[src/btp_pkg.sv]
// Shared types, field layout and constants for the branch target predictor.
package btp_pkg;

  // Program size; addresses wrap by keeping the low ADDR_W bits, so this stays a power of two.
  localparam int PROGRAM_WORDS = 512;
  localparam int ADDR_W        = $clog2(PROGRAM_WORDS);
  localparam int OFFSET_W      = 9;
  localparam int KIND_W        = 2;
  localparam int CODE_W        = 32;

  localparam int ENTRIES_DEFAULT = 64;

  // Input beat layout in tdata, lowest bit first.
  localparam int ADDR_LSB   = 0;
  localparam int OFFSET_LSB = ADDR_LSB + ADDR_W;
  localparam int KIND_LSB   = OFFSET_LSB + OFFSET_W;
  localparam int CODE_LSB   = KIND_LSB + KIND_W;
  localparam int S_FIELDS_W = CODE_LSB + CODE_W;
  localparam int S_TDATA_W  = ((S_FIELDS_W + 7) / 8) * 8;
  localparam int M_TDATA_W  = ((ADDR_W + 7) / 8) * 8;
  localparam int M_TUSER_W  = 2;

  localparam logic ACT_LOOKUP  = 1'b0;
  localparam logic ACT_RESOLVE = 1'b1;

  typedef enum logic [KIND_W-1:0] {
    COND_ZERO    = 2'd0,
    COND_NONZERO = 2'd1,
    COND_NEG     = 2'd2,
    COND_POS     = 2'd3
  } cond_kind_t;

endpackage

[src/btp_ram.sv]
// Generic single-write, single-read RAM with registered read data.
module btp_ram #(
  parameter int WIDTH = 9,
  parameter int DEPTH = 64,
  localparam int AW   = (DEPTH > 1) ? $clog2(DEPTH) : 1
) (
  input  logic             clk,
  input  logic             we,
  input  logic [AW-1:0]    waddr,
  input  logic [WIDTH-1:0] wdata,
  input  logic [AW-1:0]    raddr,
  output logic [WIDTH-1:0] rdata
);

  logic [WIDTH-1:0] mem [DEPTH];

  always_ff @(posedge clk) begin
    if (we) begin
      mem[waddr] <= wdata;
    end
    rdata <= mem[raddr];
  end

endmodule

[src/branch_target_predictor.sv]
// Branch target buffer top level: fully associative table with a one-bit prediction per entry.
// Flow: an accepted beat goes to S_SEARCH, where the tag compare walks the filled slots one per
// cycle, then to S_EXEC, which loads the result once the output register is free.
// One item at a time: the next beat is taken only after the result is loaded and the FSM is back
// in S_IDLE; a result still waiting on m_tready stalls the next item in S_EXEC.
// Reset (synchronous): empties the table, clears all valid bits and drops any pending result.
module branch_target_predictor #(
  parameter int ENTRIES = btp_pkg::ENTRIES_DEFAULT
) (
  input  logic                         clk,
  input  logic                         rst,
  input  logic                         s_tvalid,
  output logic                         s_tready,
  // branch_address, branch_offset, condition_kind, condition_value, zero fill
  input  logic [btp_pkg::S_TDATA_W-1:0] s_tdata,
  // action
  input  logic                         s_tuser,
  output logic                         m_tvalid,
  input  logic                         m_tready,
  // next_pc, zero fill
  output logic [btp_pkg::M_TDATA_W-1:0] m_tdata,
  // predicted_taken, redirect
  output logic [btp_pkg::M_TUSER_W-1:0] m_tuser
);

  import btp_pkg::*;

  localparam int IW = (ENTRIES > 1) ? $clog2(ENTRIES) : 1;
  localparam int CW = $clog2(ENTRIES + 1);

  typedef enum logic [2:0] {
    S_IDLE   = 3'b001,
    S_SEARCH = 3'b010,
    S_EXEC   = 3'b100
  } state_t;

  state_t              state;
  logic                act;
  logic [ADDR_W-1:0]   addr;
  logic [OFFSET_W-1:0] offset;
  cond_kind_t          kind;
  logic [CODE_W-1:0]   code;
  logic [CW-1:0]       scan;
  logic                cmp_vld;
  logic [IW-1:0]       cmp_idx;
  logic [CW-1:0]       used;
  logic [IW-1:0]       slot;
  logic                slot_ok;
  logic                alloc;
  logic                hit_valid;
  logic [ADDR_W-1:0]   hit_target;
  logic [ENTRIES-1:0]  valid;
  logic                out_valid;
  logic [ADDR_W-1:0]   out_pc;
  logic                out_pt;
  logic                out_redirect;

  logic [ADDR_W-1:0]   tag_rd;
  logic [ADDR_W-1:0]   tgt_rd;
  logic                hit;
  logic                miss;
  logic                go;
  logic                taken;
  logic [ADDR_W-1:0]   taken_pc;
  logic [ADDR_W-1:0]   fall_pc;
  logic                tag_we;
  logic                tgt_we;

  assign s_tready = (state == S_IDLE);
  assign m_tvalid = out_valid;
  assign m_tdata  = {{(M_TDATA_W - ADDR_W){1'b0}}, out_pc};
  assign m_tuser  = {out_redirect, out_pt};

  // The comparison uses the tag read for the previous scan address, because the RAM read is registered.
  assign hit  = (state == S_SEARCH) && cmp_vld && (tag_rd == addr);
  assign miss = (state == S_SEARCH) && !cmp_vld && (scan == used);
  assign go   = (state == S_EXEC) && (!out_valid || m_tready);

  always_comb begin
    case (kind)
      COND_ZERO:    taken = (code == '0);
      COND_NONZERO: taken = (code != '0);
      COND_NEG:     taken = code[CODE_W-1];
      COND_POS:     taken = (code != '0) && !code[CODE_W-1];
      default:      taken = 1'b0;
    endcase
  end

  // Sums wrap at the program size by keeping only the low address bits.
  assign taken_pc = addr + offset;
  assign fall_pc  = addr + ADDR_W'(1);

  assign tag_we = go && alloc;
  assign tgt_we = go && (act == ACT_RESOLVE) && taken && !hit_valid && slot_ok;

  btp_ram #(.WIDTH(ADDR_W), .DEPTH(ENTRIES)) u_tag_ram (
    .clk   (clk),
    .we    (tag_we),
    .waddr (slot),
    .wdata (addr),
    .raddr (scan[IW-1:0]),
    .rdata (tag_rd)
  );

  btp_ram #(.WIDTH(ADDR_W), .DEPTH(ENTRIES)) u_tgt_ram (
    .clk   (clk),
    .we    (tgt_we),
    .waddr (slot),
    .wdata (taken_pc),
    .raddr (scan[IW-1:0]),
    .rdata (tgt_rd)
  );

  always_ff @(posedge clk) begin
    if (rst) begin
      state     <= S_IDLE;
      used      <= '0;
      valid     <= '0;
      out_valid <= 1'b0;
      cmp_vld   <= 1'b0;
      scan      <= '0;
    end else begin
      if (go) begin
        out_valid <= 1'b1;
      end else if (m_tready) begin
        out_valid <= 1'b0;
      end
      case (state)
        S_IDLE: begin
          if (s_tvalid) begin
            act     <= s_tuser;
            addr    <= s_tdata[ADDR_LSB +: ADDR_W];
            offset  <= s_tdata[OFFSET_LSB +: OFFSET_W];
            kind    <= cond_kind_t'(s_tdata[KIND_LSB +: KIND_W]);
            code    <= s_tdata[CODE_LSB +: CODE_W];
            scan    <= '0;
            cmp_vld <= 1'b0;
            state   <= S_SEARCH;
          end
        end
        S_SEARCH: begin
          if (hit) begin
            slot       <= cmp_idx;
            slot_ok    <= 1'b1;
            alloc      <= 1'b0;
            hit_valid  <= valid[cmp_idx];
            hit_target <= tgt_rd;
            state      <= S_EXEC;
          end else if (miss) begin
            hit_valid <= 1'b0;
            if (used != CW'(ENTRIES)) begin
              slot               <= used[IW-1:0];
              slot_ok            <= 1'b1;
              alloc              <= 1'b1;
              valid[used[IW-1:0]] <= 1'b0;
              used               <= used + CW'(1);
            end else begin
              slot_ok <= 1'b0;
              alloc   <= 1'b0;
            end
            state <= S_EXEC;
          end else begin
            cmp_vld <= (scan != used);
            cmp_idx <= scan[IW-1:0];
            if (scan != used) begin
              scan <= scan + CW'(1);
            end
          end
        end
        S_EXEC: begin
          if (go) begin
            out_pt    <= hit_valid;
            if (act == ACT_LOOKUP) begin
              out_pc       <= hit_valid ? hit_target : fall_pc;
              out_redirect <= 1'b0;
            end else begin
              out_pc       <= taken ? taken_pc : fall_pc;
              out_redirect <= (taken != hit_valid);
              if (taken && !hit_valid && slot_ok) begin
                valid[slot] <= 1'b1;
              end else if (!taken && hit_valid) begin
                valid[slot] <= 1'b0;
              end
            end
            state <= S_IDLE;
          end
        end
        default: begin
          state <= S_IDLE;
        end
      endcase
    end
  end

  a_used_bound: assert property (@(posedge clk) disable iff (rst)
    used <= CW'(ENTRIES))
    else $error("fill count exceeds table size");

  a_used_step: assert property (@(posedge clk) disable iff (rst)
    (used != $past(used)) |-> (used == $past(used) + CW'(1)))
    else $error("fill count moved by more than one slot");

  a_one_item: assert property (@(posedge clk) disable iff (rst)
    (s_tvalid && s_tready) |=> !s_tready)
    else $error("second beat taken while an item is in flight");

  a_hit_in_range: assert property (@(posedge clk) disable iff (rst)
    hit |-> ({1'b0, cmp_idx} < {1'b0, used}))
    else $error("tag match outside the filled slots");

endmodule

[config.mk]
export PLATFORM = sky130hd
export DESIGN_NAME = branch_target_predictor
export DESIGN_NICKNAME = d
export VERILOG_FILES = /design/src/btp_pkg.sv /design/src/btp_ram.sv /design/src/branch_target_predictor.sv
export SDC_FILE = /design/constraint.sdc
export NUM_CORES = 2
export LEC_CHECK = 0
export BUFFER_PORTS_ARGS = -buffer_cell sky130_fd_sc_hd__buf_2
export CORE_UTILIZATION = 62
export DETAILED_ROUTE_END_ITERATION = 12
export PLACE_DENSITY = 0.79
export SETUP_SLACK_MARGIN = 0.2
export SLEW_MARGIN = 10
export SYNTH_ARGS = -nofsm -noshare
export SYNTH_HDL_FRONTEND = slang
export SYNTH_SLANG_ARGS = --single-unit
[constraint.sdc]
create_clock -name clk -period 6.2 [get_ports clk]
set_input_delay 1.24 -clock clk [delete_from_list [all_inputs] [get_ports clk]]
set_output_delay 1.24 -clock clk [all_outputs]
set_load 0.02 [all_outputs]
==> flow_summary.toml <==
[floorplanning]
fp.coreArea_sq_um = 85100
boundaryPins = 81
die_area_sq_um = 87100
start_util_pct = 62.6
die_y_um = 295
row_count = 107
die_w_um = 295

[clock_network]
insertion_delay_ns = 0.74
post_cts_buffers = 0
cts-buffers-inserted = 132
cts_tree = "done"
cts_root_buffer = "clkbuf_16"
cts.sink_count = 1341
clock_path_buffers = 3
cts_hold_buf = 0
path_clk_slew_ns = 0.06
htree_levels = 4
cts-resized-gates = 0

[drt]
vias = 29804
dr.pass1.iters = 6
wl_per_cell_um = 32.2
route.detailed.drc = 0
routed_wl_um = 136000
vias_per_cell = 7.07
antenna_left = 0
drt-initial-drc-count = 4523

[logic_synthesis]
synth_top_area_share_pct = 69.9
ys_async_sr_fraction_pct = 0
yosys.area.top_type = "edfxtp_1"
yosys.cell_types.count = 67
synth_warnings = 0
synth_edf_count = 1240
synth_area_per_cell_sq_um = 18.5
ys_top_cells_by_area = "edfxtp_1 70%, mux4_2 13%, dfxtp_1 3.8%"
ys_ff_latch = 1341
ys.flop_type = "edfxtp_1"
syn_area_sq_um = 53300
ys_seq_area_share_pct = 73.7
synthCells = 2875
yosys.cell_count.top_type = "edfxtp_1"
ys_top_cells_by_count = "1240 x edfxtp_1, 306 x mux4_2, 249 x nor2_1"

[outcome]
status = "completed"

[place]
routabilityCongestion = 0.968
placed_cell_area_sq_um = 54900
dp_cells = 3970
io_buffers = 69
pre_cts_slack_ns = 2.29
hpwl_um = 81500

[worst_setup_path]
r2r-end = "u_tgt_ram.mem[63][8]$_DFFE_PP_"
reg2reg_depth = 7
rr_startpoint = "addr[3]$_DFFE_PP_"
r2r_slack_ns = 2.34
worstPathArrival_ns = 4.24
end_kind = "flop"
critPathKind = "reg -> reg"
worstPathMaxFanout = 64
cp_data_required_time_ns = 6.57
cp-start-kind = "flop"

[global_route]
grt-ovfl-total = 0
grt_util_all_layers_pct = 31.7
antenna_found_initial = 4
grt_start_max_net_pins = 113
grt_pass1_vias = 29532
grt_pass1_wl_um = 197000

[min_path]
min_to = "hit_target[8]$_DFFE_PP_"
hp-start = "u_tgt_ram.rdata[8]$_DFF_P_"
hold_path_class = "reg -> reg"
holdPathStages = 0

[timing]
fin_ws_ns = 2.34
min_period_ns = 3.86
tightest_slew_ns = 1.22
fin_hold_ws_ns = 0.404
setup_viol = 0
setup_tns_ns = 0
hold_viol = 0
fmax_mhz = 259
finClkSkew_ns = 0.0347
rsz0062_at_grt = "no"
finalMaxSlewViolations = 0
finalCritPeriodShare_pct = 62.3
max_slew_margin_pct = 18.3

[flow_run]
max_cap_viol_count = 0

[cells_and_area]
finalNonFillerCells = 4214
drive_gt1_share_pct = 21.7
final_area_sq_um = 59300
area_growth_pct = 11.2
fin_nets = 3036

[power]
irDropWorstVdd_uv = 286
p_leak_nw = 18.5
p_per_area_nw_per_um2 = 318
## registers in the layout, summed over array words and instances, names as in the netlist, 9 cells and up, named ones only
register and count:
addr 9, code 32, hit_target 9, offset 9
out_pc 9, u_tag_ram.mem 576, u_tag_ram.rdata 9, u_tgt_ram.mem 576
u_tgt_ram.rdata 9
## through the flow
step	utilization (%)	power, mW
floorplan	-	10.7
global placement	64.5	10.9
detailed placement	64.5	10.9
CTS	69.6	18.8
global route	69.6	19.2
finish	69.6	18.8
## layout by cell type, fill, tap and decap left out, types with 6 or more instances in the layout
master     netlist  final
a2111oi_0        8      8
nand3_1         74     74
nand2b_1        13     13
nor3_1          17     17
and3_1           6      6
clkbuf_1       107     34
clkinv_1         2     21
mux4_2         306    306
clkbuf_16        0    134
clkinv_2         0     21
mux2_2           8      8
o22ai_1         59     59
nor2b_1         17     13
buf_2           53     69
xnor2_1         26     21
o21ai_0         18     18
nor4_1          12     11
nor3b_1         52     52
edfxtp_1      1240   1240
xor2_1           9      8
o2111a_1         6      6
o211ai_1        11     11
ha_1            14     13
nand4_1         10     10
and4_1          13     13
buf_4           10     52
a21oi_1         14     14
mux2i_1         23     23
dfxtp_1        101     98
inv_1           21     19
conb_1           1      7
nand2_1        118    117
inv_6            0      6
a22oi_1        118    118
a211o_1         64     64
nor2_1         249    246
bufinv_16        0     12
## kinds of logic after synthesis
| kind of cell | share of synthesized area (%) |
|---|---|
| other | 0.00704 |
| flip-flops | 73.7 |
| adder cells (fa/ha/maj) | 0.366 |
| buffers and inverters | 1.66 |
| AND/OR/NAND/NOR | 5.50 |
| multiplexers | 13.5 |
| XOR/XNOR | 0.575 |
| AO/OA/AOI/OAI | 4.71 |
## worst max path at each step
stage | startpoint | end | cells after the start
5_1_grt | addr[0]$_DFFE_PP_ | u_tgt_ram.mem[45][8]$_DFFE_PP_ | 10
6_report | addr[3]$_DFFE_PP_ | u_tgt_ram.mem[63][8]$_DFFE_PP_ | 7
2_1_floorplan | addr[0]$_DFFE_PP_ | u_tgt_ram.mem[0][6]$_DFFE_PP_ | 7
3_3_place_gp | m_tready | u_tag_ram.mem[2][2]$_DFFE_PP_ | 6
4_1_cts | addr[0]$_DFFE_PP_ | u_tgt_ram.mem[39][8]$_DFFE_PP_ | 10
3_5_place_dp | m_tready | u_tag_ram.mem[45][0]$_DFFE_PP_ | 6
## layer usage
metal  wire [um]  up-vias  GRT usage (%)  part of all wire, %
li1            -    11885              -                    -
met1       49000    15169           43.1                   36
met2       64700     2329           49.6                   48
met3       15900      419           7.68                   12
met4        6330        2           13.5                  4.7
met5          13        -              0               0.0096
## report_power, final
part,leakage [nW],internal [mW],switching (mW)
Clock,2.12,4.59,3.48
Combinational,4.39,0.189,0.406
Sequential,12.0,10.1,0.0738
## cell type report
type                       instances  area [sq um]
clock buffer                     172          3540
clock inverter                    70           801
sequential                      1341         39300
tap                             1144          1430
timing repair buffer             125           816
antenna                            2          5.00
inverter                          24          90.1
multi-input combinational       1336         13300
fill                            5082         25900
## critical path: stages, from the launching register on
cell and delay [ns]:
edfxtp_1 0.60, ha_1 0.49, nand3_1 0.13, a21oi_1 0.05, a2111oi_0 0.88, a21oi_1 0.19, xor2_1 0.26, inv_2 0.84
Note: power is estimated with default switching activity, not from simulation.
